`src/hw/rtl/gain_clamp_moving_average_threshold_defines.svh`:
```
// ----------------------------------------------------------------------------
// gain_clamp_moving_average_threshold assertion macros
// Shared concurrent assertion forms for the level averaging block.
// ----------------------------------------------------------------------------
`ifndef GAIN_CLAMP_MOVING_AVERAGE_THRESHOLD_DEFINES_SVH
`define GAIN_CLAMP_MOVING_AVERAGE_THRESHOLD_DEFINES_SVH

// Same-cycle implication, disabled during reset.
`define GCMAT_ASSERT_IMP(lbl, clk, rst, ante, cons, msg) \
  lbl: assert property (@(posedge clk) disable iff (rst) (ante) |-> (cons)) \
    else $error(msg);

// Next-cycle implication, disabled during reset.
`define GCMAT_ASSERT_NXT(lbl, clk, rst, ante, cons, msg) \
  lbl: assert property (@(posedge clk) disable iff (rst) (ante) |=> (cons)) \
    else $error(msg);

`endif

```
`src/hw/rtl/gcmat_pkg.sv`:
```
// ----------------------------------------------------------------------------
// gcmat_pkg
// Types and constants for the gain, clamp, moving average and threshold block.
// ----------------------------------------------------------------------------
package gcmat_pkg;

  localparam int LEVEL_W    = 11;
  localparam int SAMPLE_W   = 8;
  localparam int GAIN_W     = 12;
  localparam int WINLEN_W   = 7;
  localparam int CFG_DATA_W = 12;
  localparam int CFG_IDX_W  = 3;

  localparam int DEFAULT_MAX_WINDOW = 64;

  localparam logic [LEVEL_W-1:0] FULL_SCALE  = 11'd2032;
  localparam logic [7:0]         BLEND_LEVEL = 8'd205;
  localparam logic [7:0]         BLEND_MEAN  = 8'd51;

  localparam logic [GAIN_W-1:0]   GAIN_RESET     = 12'd256;
  localparam logic [WINLEN_W-1:0] WINLEN_RESET   = 7'd50;
  localparam logic [LEVEL_W-1:0]  ACTIVE_RESET   = 11'd80;
  localparam logic [LEVEL_W-1:0]  LOUD_RESET     = 11'd960;

  typedef enum logic [CFG_IDX_W-1:0] {
    REG_GAIN        = 3'd0,
    REG_WINDOW      = 3'd1,
    REG_ACTIVE_THR  = 3'd2,
    REG_LOUD_THR    = 3'd3
  } cfg_reg_t;

  typedef enum logic [2:0] {
    ST_IDLE,
    ST_SCALE,
    ST_SUM,
    ST_DIV,
    ST_BLEND
  } state_t;

endpackage

```
`src/hw/rtl/gcmat_hist_mem.sv`:
```
// ----------------------------------------------------------------------------
// gcmat_hist_mem
// Level history RAM, one write and one registered read port per cycle.
// Per-entry valid bits make never-written entries read as zero.
// ----------------------------------------------------------------------------
module gcmat_hist_mem
  import gcmat_pkg::*;
#(
  parameter int MAX_WINDOW = DEFAULT_MAX_WINDOW,
  localparam int AW = (MAX_WINDOW > 1) ? $clog2(MAX_WINDOW) : 1
) (
  input  logic               clk,
  input  logic               rst,
  input  logic               we,
  input  logic [AW-1:0]      waddr,
  input  logic [LEVEL_W-1:0] wdata,
  input  logic               re,
  input  logic [AW-1:0]      raddr,
  output logic [LEVEL_W-1:0] rdata
);

  logic [LEVEL_W-1:0]    mem [MAX_WINDOW];
  logic [MAX_WINDOW-1:0] valid;
  logic [LEVEL_W-1:0]    q;
  logic                  q_valid;

  always_ff @(posedge clk) begin
    if (we) begin
      mem[waddr] <= wdata;
    end
    if (re) begin
      q <= mem[raddr];
    end
  end

  always_ff @(posedge clk) begin
    if (rst) begin
      valid   <= '0;
      q_valid <= 1'b0;
    end else begin
      if (we) begin
        valid[waddr] <= 1'b1;
      end
      if (re) begin
        q_valid <= valid[raddr];
      end
    end
  end

  assign rdata = q_valid ? q : '0;

endmodule

```
`src/hw/rtl/gcmat_div.sv`:
```
// ----------------------------------------------------------------------------
// gcmat_div
// Restoring divider, one quotient bit per cycle.
// ----------------------------------------------------------------------------
module gcmat_div
  import gcmat_pkg::*;
#(
  parameter int NUM_W = 18,
  parameter int DEN_W = 7
) (
  input  logic             clk,
  input  logic             rst,
  input  logic             start,
  input  logic [NUM_W-1:0] dividend,
  input  logic [DEN_W-1:0] divisor,
  output logic             done,
  output logic [NUM_W-1:0] quotient
);

  localparam int CW = $clog2(NUM_W + 1);

  logic [DEN_W-1:0] den;
  logic [DEN_W-1:0] rem;
  logic [NUM_W-1:0] qd;
  logic [CW-1:0]    cnt;
  logic             busy;
  logic [DEN_W:0]   trial;
  logic [DEN_W:0]   diff;
  logic             fits;

  // shift in next dividend bit, subtract if it fits
  always_comb begin
    trial = {rem, qd[NUM_W-1]};
    diff  = trial - {1'b0, den};
    fits  = trial >= {1'b0, den};
  end

  always_ff @(posedge clk) begin
    if (start) begin
      den <= divisor;
      rem <= '0;
      qd  <= dividend;
    end else if (busy) begin
      rem <= fits ? diff[DEN_W-1:0] : trial[DEN_W-1:0];
      qd  <= {qd[NUM_W-2:0], fits};
    end
  end

  always_ff @(posedge clk) begin
    if (rst) begin
      busy <= 1'b0;
      cnt  <= '0;
      done <= 1'b0;
    end else begin
      done <= 1'b0;
      if (start) begin
        busy <= 1'b1;
        cnt  <= CW'(NUM_W);
      end else if (busy) begin
        cnt <= cnt - CW'(1);
        if (cnt == CW'(1)) begin
          busy <= 1'b0;
          done <= 1'b1;
        end
      end
    end
  end

  assign quotient = qd;

endmodule

```
`src/hw/rtl/gain_clamp_moving_average_threshold.sv`:
```
// Flow: an accepted sample is scaled and clamped; the W - 1 older entries (W = effective
//   window) are read from the history RAM and summed; the NUM_W-bit sum (NUM_W = 11 +
//   clog2(MAX_WINDOW+1), 18 at the default depth) is divided by W bit-serially; level and
//   mean are blended and registered. Items are taken only in idle, after the last result is
//   loaded; the single history RAM read port (one entry per cycle) and the divider set pace.
// Reset: synchronous, active high; registers return to defaults, history reads as zero.
// ----------------------------------------------------------------------------
// gain_clamp_moving_average_threshold
// Scales and clamps a level sample, keeps a windowed mean over a RAM history,
// blends level and mean, and flags two threshold crossings.
// ----------------------------------------------------------------------------
module gain_clamp_moving_average_threshold
  import gcmat_pkg::*;
#(
  parameter int MAX_WINDOW = DEFAULT_MAX_WINDOW
) (
  input  logic                  clk,
  input  logic                  rst,
  // config write port
  input  logic                  cfg_write,
  input  logic [CFG_IDX_W-1:0]  cfg_index,
  input  logic [CFG_DATA_W-1:0] cfg_data,
  // sample channel
  input  logic                  in_valid,
  output logic                  in_stall,
  input  logic [SAMPLE_W-1:0]   sample,
  // result channel
  output logic                  out_valid,
  input  logic                  out_stall,
  output logic [LEVEL_W-1:0]    level,
  output logic [LEVEL_W-1:0]    mean_level,
  output logic [LEVEL_W-1:0]    blended_level,
  output logic                  active,
  output logic                  loud
);

`include "gain_clamp_moving_average_threshold_defines.svh"

  localparam int AW    = (MAX_WINDOW > 1) ? $clog2(MAX_WINDOW) : 1;
  localparam int WW    = $clog2(MAX_WINDOW + 1);   // holds 1..MAX_WINDOW
  localparam int SUM_W = LEVEL_W + WW;             // sum of MAX_WINDOW levels

  // --------------------------------------------------------------------------
  // Configuration registers
  // --------------------------------------------------------------------------
  logic [GAIN_W-1:0]   gain;
  logic [WINLEN_W-1:0] window_length;
  logic [LEVEL_W-1:0]  active_threshold;
  logic [LEVEL_W-1:0]  loud_threshold;

  always_ff @(posedge clk) begin
    if (rst) begin
      gain             <= GAIN_RESET;
      window_length    <= WINLEN_RESET;
      active_threshold <= ACTIVE_RESET;
      loud_threshold   <= LOUD_RESET;
    end else if (cfg_write) begin
      unique case (cfg_index)
        REG_GAIN:       gain             <= cfg_data;
        REG_WINDOW:     window_length    <= cfg_data[WINLEN_W-1:0];
        REG_ACTIVE_THR: active_threshold <= cfg_data[LEVEL_W-1:0];
        REG_LOUD_THR:   loud_threshold   <= cfg_data[LEVEL_W-1:0];
        default: ;  // unmapped index, write dropped
      endcase
    end
  end

  // Effective window: zero acts as one, clipped to the history depth.
  logic [WW-1:0] win_eff;
  always_comb begin
    if (window_length == '0) begin
      win_eff = WW'(1);
    end else if (32'(window_length) > MAX_WINDOW) begin
      win_eff = WW'(MAX_WINDOW);
    end else begin
      win_eff = WW'(window_length);
    end
  end

  // --------------------------------------------------------------------------
  // Datapath registers
  // --------------------------------------------------------------------------
  state_t state, state_next;

  logic [SAMPLE_W-1:0] smp;
  logic [LEVEL_W-1:0]  lvl;        // clamped level of the item in flight
  logic [LEVEL_W-1:0]  lvl_next;
  logic [SUM_W-1:0]    sum;
  logic [LEVEL_W-1:0]  mean;
  logic [AW-1:0]       head;       // slot the next level goes into
  logic [AW-1:0]       rd_addr;
  logic [WW-1:0]       rd_left;    // older entries still to read
  logic                rd_pend;    // a read returns this cycle

  // strobes from the controller
  logic accept;
  logic mem_we;
  logic rd_issue;
  logic div_start;
  logic out_load;

  logic [LEVEL_W-1:0]  rdata;
  logic                div_done;
  logic [SUM_W-1:0]    quotient;

  // Scale: Q0 sample times Q4.8 gain, drop four fraction bits, clamp.
  logic [SAMPLE_W+GAIN_W-1:0] prod;
  always_comb begin
    prod = (SAMPLE_W+GAIN_W)'(smp) * (SAMPLE_W+GAIN_W)'(gain);
    if (prod[SAMPLE_W+GAIN_W-1:4] > (SAMPLE_W+GAIN_W-4)'(FULL_SCALE)) begin
      lvl_next = FULL_SCALE;
    end else begin
      lvl_next = prod[LEVEL_W+3:4];
    end
  end

  // Blend about 0.8 level and 0.2 mean.
  logic [LEVEL_W+8:0] blend_acc;
  assign blend_acc = (LEVEL_W+9)'(BLEND_LEVEL) * (LEVEL_W+9)'(lvl)
                   + (LEVEL_W+9)'(BLEND_MEAN) * (LEVEL_W+9)'(mean);

  // Slot just older than the newest one.
  logic [AW-1:0] head_prev;
  logic [AW-1:0] head_succ;
  logic [AW-1:0] rd_addr_prev;
  assign head_prev    = (head == '0) ? AW'(MAX_WINDOW - 1) : head - AW'(1);
  assign head_succ    = (head == AW'(MAX_WINDOW - 1)) ? '0 : head + AW'(1);
  assign rd_addr_prev = (rd_addr == '0) ? AW'(MAX_WINDOW - 1) : rd_addr - AW'(1);

  // --------------------------------------------------------------------------
  // Controller
  // --------------------------------------------------------------------------
  always_comb begin
    state_next = state;
    unique case (state)
      ST_IDLE:  if (in_valid) state_next = ST_SCALE;
      ST_SCALE: state_next = ST_SUM;
      ST_SUM:   if (rd_left == '0 && !rd_pend) state_next = ST_DIV;
      ST_DIV:   if (div_done) state_next = ST_BLEND;
      ST_BLEND: if (!out_valid || !out_stall) state_next = ST_IDLE;
      default:  state_next = ST_IDLE;
    endcase
  end

  always_comb begin
    in_stall  = 1'b1;
    accept    = 1'b0;
    mem_we    = 1'b0;
    rd_issue  = 1'b0;
    div_start = 1'b0;
    out_load  = 1'b0;
    unique case (state)
      ST_IDLE: begin
        in_stall = 1'b0;
        accept   = in_valid;
      end
      ST_SCALE: ;
      ST_SUM: begin
        // the level write hits head; reads walk older slots, never head
        mem_we    = !rd_pend && (rd_left == win_eff - WW'(1));
        rd_issue  = rd_left != '0;
        div_start = rd_left == '0 && !rd_pend;
      end
      ST_DIV: ;
      ST_BLEND: out_load = !out_valid || !out_stall;
      default: ;
    endcase
  end

  // first SUM cycle flag keeps the write to a single cycle
  logic first_sum;

  always_ff @(posedge clk) begin
    if (rst) begin
      state     <= ST_IDLE;
      head      <= '0;
      rd_pend   <= 1'b0;
      rd_left   <= '0;
      first_sum <= 1'b0;
      out_valid <= 1'b0;
    end else begin
      state   <= state_next;
      rd_pend <= rd_issue;
      if (state == ST_SCALE) begin
        rd_left   <= win_eff - WW'(1);
        first_sum <= 1'b1;
      end else if (rd_issue) begin
        rd_left   <= rd_left - WW'(1);
        first_sum <= 1'b0;
      end else if (state == ST_SUM) begin
        first_sum <= 1'b0;
      end
      if (div_start) begin
        head <= head_succ;
      end
      if (out_load) begin
        out_valid <= 1'b1;
      end else if (!out_stall) begin
        out_valid <= 1'b0;
      end
    end
  end

  always_ff @(posedge clk) begin
    if (accept) begin
      smp <= sample;
    end
    if (state == ST_SCALE) begin
      lvl     <= lvl_next;
      sum     <= SUM_W'(lvl_next);
      rd_addr <= head_prev;
    end else begin
      if (rd_issue) begin
        rd_addr <= rd_addr_prev;
      end
      if (rd_pend) begin
        sum <= sum + SUM_W'(rdata);
      end
    end
    if (div_done) begin
      mean <= quotient[LEVEL_W-1:0];
    end
    if (out_load) begin
      level         <= lvl;
      mean_level    <= mean;
      blended_level <= blend_acc[LEVEL_W+7:8];
      active        <= lvl > active_threshold;
      loud          <= lvl > loud_threshold;
    end
  end

  // --------------------------------------------------------------------------
  // History RAM and divider
  // --------------------------------------------------------------------------
  gcmat_hist_mem #(
    .MAX_WINDOW (MAX_WINDOW)
  ) u_hist (
    .clk   (clk),
    .rst   (rst),
    .we    (mem_we && first_sum),
    .waddr (head),
    .wdata (lvl),
    .re    (rd_issue),
    .raddr (rd_addr),
    .rdata (rdata)
  );

  gcmat_div #(
    .NUM_W (SUM_W),
    .DEN_W (WW)
  ) u_div (
    .clk      (clk),
    .rst      (rst),
    .start    (div_start),
    .dividend (sum),
    .divisor  (win_eff),
    .done     (div_done),
    .quotient (quotient)
  );

  // --------------------------------------------------------------------------
  // Assertions
  // --------------------------------------------------------------------------
  `GCMAT_ASSERT_NXT(a_accept_scale, clk, rst, accept, state == ST_SCALE, "accept did not scale")
  `GCMAT_ASSERT_NXT(a_div_blend, clk, rst, state == ST_DIV && div_done, state == ST_BLEND, "div lost")
  `GCMAT_ASSERT_IMP(a_level_fs, clk, rst, out_valid, level <= FULL_SCALE, "level over full scale")
  `GCMAT_ASSERT_IMP(a_mean_fs, clk, rst, out_valid, mean_level <= FULL_SCALE, "mean over full scale")

endmodule

```
`config.mk`:
```
export PLATFORM = sky130hd
export DESIGN_NAME = gain_clamp_moving_average_threshold
export DESIGN_NICKNAME = d
export VERILOG_FILES = /design/src/hw/rtl/gcmat_pkg.sv /design/src/hw/rtl/gcmat_hist_mem.sv /design/src/hw/rtl/gcmat_div.sv /design/src/hw/rtl/gain_clamp_moving_average_threshold.sv
export VERILOG_INCLUDE_DIRS = /design/src /design/src/hw/rtl
export SDC_FILE = /design/constraint.sdc
export NUM_CORES = 2
export LEC_CHECK = 0
export BUFFER_PORTS_ARGS = -buffer_cell sky130_fd_sc_hd__buf_2
export CAP_MARGIN = 20
export CORE_MARGIN = 3
export CORE_UTILIZATION = 49
export CTS_CLUSTER_DIAMETER = 100
export CTS_CLUSTER_SIZE = 20
export DETAILED_ROUTE_END_ITERATION = 12
export PLACE_DENSITY = 0.78
export SLEW_MARGIN = 15
export SYNTH_ARGS = -nofsm -noshare
export SYNTH_HDL_FRONTEND = slang
export SYNTH_SLANG_ARGS = --single-unit
export TNS_END_PERCENT = 100
```
`constraint.sdc`:
```
create_clock -name clk -period 5.8 [get_ports clk]
set_input_delay 1.16 -clock clk [delete_from_list [all_inputs] [get_ports clk]]
set_output_delay 1.16 -clock clk [all_outputs]
set_load 0.01 [all_outputs]
```
==> results.sh <==
export IMPL_stdcell_count=4263
export IMPL_synth_warnings=0
export IMPL_hold_viol=0
export IMPL_maxCapViolCount=0
export IMPL_worstHoldPathType="register to register"
export IMPL_cp_end_kind="register"
export IMPL_ys_flop_type="edfxtp_1"
export IMPL_clock_skew_ps=36.9
export IMPL_max_freq_mhz=178
export IMPL_grt_max_degree=150
export IMPL_synth_top_cell_by_area="edfxtp_1"
export IMPL_rows=110
export IMPL_start_kind="register"
export IMPL_grtUsageTotal=0.217
export IMPL_ant_nets=0
export IMPL_cp_data_required_time_ps=6190
export IMPL_grt_overflow=0
export IMPL_finalMaxSlewViolations=0
export IMPL_netlist_area_um2=44800
export IMPL_clk_pin_slew_ps=90
export IMPL_cp_cell_sequence="and2_1 > fa_1 > fa_1 > fa_1 > inv_1 > fa_1 > inv_1 > ha_1 > or4_1 > o21ai_2 > a21oi_1 > a2111o_1 > o211a_2 > o41ai_4 > nor4b_4 > buf_6 > a31o_1"
export IMPL_setup_viol=0
export IMPL_critPathMostFrequentCell="fa_1"
export IMPL_die_h_um=308
export IMPL_path_class="register to register"
export IMPL_dieArea_um2=95100
export IMPL_crit_family="adder cells"
export IMPL_die_w_um=308
export IMPL_max_clock_path_buffers=3
export IMPL_core_um2=90300
export IMPL_worst_slack_ps=193
export IMPL_peakVddDrop_v=0.000587
export IMPL_ioPinCount=65
export IMPL_p_leak_nw=17.5
export IMPL_cp_num_buf_inv=3
export IMPL_cts_sinks=968
export IMPL_stdcell_area_um2=48900
export IMPL_pre_cts_ws_ps=19.8
export IMPL_dr_pass1_iters=5
export IMPL_dp_final_hpwl_um=66800
export IMPL_synth_area_top_cells="edfxtp_1 (55%), mux4_2 (13%), dfxtp_1 (6.5%), fa_1 (5.5%), ha_1 (4.5%)"
export IMPL_clkLatencyLatePin_ps=660
export IMPL_period_share=0.967
export IMPL_wl_um=102000
export IMPL_ys_async_sr_fraction=0
export IMPL_grt_pass1_vias=25300
export IMPL_finalCriticalPeriod_ps=5610
export IMPL_drc=0
export IMPL_root_buffer="clkbuf_16"
export IMPL_io_buffer_count=64
export IMPL_wl_per_cell_um=23.9
export IMPL_nets=3366
export IMPL_synth_seq_cells=968
export IMPL_syn_inst=2918
export IMPL_gp_congestion=0.857
export IMPL_numCtsBuffers=54
export IMPL_synth_nets=3230
export IMPL_grt_pass1_wl_um=155000
export IMPL_critPathMaxStageDelay_ps=570
export IMPL_drive_above_1_share=0.183
export IMPL_worst_path_max_fanout=22
export IMPL_htreeDepth=2
export IMPL_synth_distinct_cells=67
export IMPL_slowest_stage="edfxtp_1"
export IMPL_outcome="finished clean"
export IMPL_area_growth_pct=9.17
export IMPL_ys_seq_area_frac=0.616
export IMPL_netlist_area_leader_share=0.551
export IMPL_cellPowerDensity_nw_per_um2=444
export IMPL_tritoncts="built"
export IMPL_viasPerCell=5.88
export IMPL_placed_cell_area_um2=47200
export IMPL_via_count=25100
export IMPL_synth_edff_count=822
export IMPL_tightestPinTransition_ps=1100
export IMPL_dpl_cell_count=4158
export IMPL_cp_arrival_ps=6000
export IMPL_avgSynthCellArea_um2=15.4
export IMPL_drt_initial_drc_count=2823
export IMPL_antenna_found_initial=6
export IMPL_start_util=0.496
export IMPL_relSlewSlack=0.261
-- metal layers --
layer | global-route usage | part of all wire | vias up
met4 | 0.0674 | 0.032 | 6
met2 | 0.365 | 0.50 | 1079
met1 | 0.286 | 0.39 | 12700
met3 | 0.0441 | 0.082 | 194
li1 | - | - | 11100
met5 | 0 | 0.00040 | -
-- stage by stage --
step	hold WS [ps]	power, W	TNS (ps)	util
3_5_place_dp	440	0.0179	0	0.522
6_report	456	0.0217	0	0.542
3_3_place_gp	434	0.0177	0	0.522
2_1_floorplan	426	0.0154	0	-
5_1_grt	463	0.0231	-15.1	0.542
4_1_cts	459	0.0218	0	0.539
-- cells in the mapped netlist (all sizes together) (27+ instances only) --
master	instances
nand3	27
xnor2	36
edfxtp	822
nand2	196
clkbuf	95
and2	92
inv	244
mux4	251
ha	162
buf	38
o21ai	40
a21oi	141
nor2	213
nor3	34
fa	122
dfxtp	146
-- where the power goes --
| part | switching, W | internal, W | total, W |
|---|---|---|---|
| Combinational | 0.00506 | 0.00412 | 0.00918 |
| Sequential | 0.000254 | 0.00840 | 0.00865 |
| Clock | 0.00216 | 0.00175 | 0.00391 |
-- registers in the layout, indices dropped and copies added (netlist names), 12 cells and up --
register        cells
u_div.quotient     18
u_hist.valid       64
sum                18
u_hist.mem        704
gain               12
-- placed cells by master, fill, tap and decap left out, types with 11 or more instances in the layout --
master | synthesis | routed
nor2_1 | 213 | 212
buf_2 | 17 | 65
clkbuf_16 | 0 | 54
nor3_1 | 30 | 30
a211o_1 | 13 | 13
a211oi_1 | 18 | 16
a21oi_1 | 141 | 140
nand3_1 | 27 | 27
nand2_1 | 196 | 196
xor2_1 | 21 | 21
edfxtp_1 | 822 | 822
a21o_1 | 16 | 16
o21ai_0 | 38 | 38
or3_1 | 13 | 13
buf_4 | 0 | 142
nor2b_1 | 21 | 21
dfxtp_1 | 146 | 145
o21a_1 | 20 | 20
clkbuf_1 | 95 | 27
a31oi_1 | 11 | 11
ha_1 | 162 | 157
inv_1 | 244 | 242
mux4_2 | 251 | 251
xnor2_1 | 36 | 36
and2_1 | 92 | 90
fa_1 | 122 | 122
-- final timing paths --
kind,from,end,cells after the start,slack [ps]
worst max-delay path,smp[2],sum[3],17,190
worst min-delay path,u_div.quotient[4],mean[4],0,460
worst max register to register,smp[2],sum[3],17,190
worst min register to register,u_div.quotient[4],mean[4],0,460
-- cells by family after synthesis --
kind of cell | Yosys count | synth area share
compound gates | 303 | 0.0419
xor+xnor | 57 | 0.0111
fa+ha+maj | 284 | 0.0998
buf+inv | 378 | 0.0321
flops | 968 | 0.616
mux | 260 | 0.128
simple gates | 668 | 0.0707
-- worst reg2reg max path, stage by stage (launching register included) --
cell	delay, ps
edfxtp_1	570
and2_1	250
fa_1	500
fa_1	450
fa_1	550
inv_1	60
fa_1	530
inv_1	40
ha_1	190
or4_1	550
o21ai_2	100
a21oi_1	100
a2111o_1	440
o211a_2	160
o41ai_4	390
nor4b_4	80
buf_6	180
a31o_1	230
-- area by class of cell --
cell class / count / area (µm²)
Fill cell: 6950 / 41400
Sequential cell: 968 / 27600
Multi-Input combinational cell: 1572 / 15900
Timing Repair Buffer: 213 / 1480
Tap cell: 1176 / 1470
Clock buffer: 81 / 1450
Inverter: 245 / 920
Clock inverter: 6 / 86.3
Antenna cell: 2 / 5.00
-- repair_timing --
action	CTS	global route
hold buffers	0	0
gates resized for setup	0	18
pin swaps	0	15
setup buffers	1	13
endpoints found under the setup margin	1	24
Note: power is estimated with default switching activity, not from simulation.
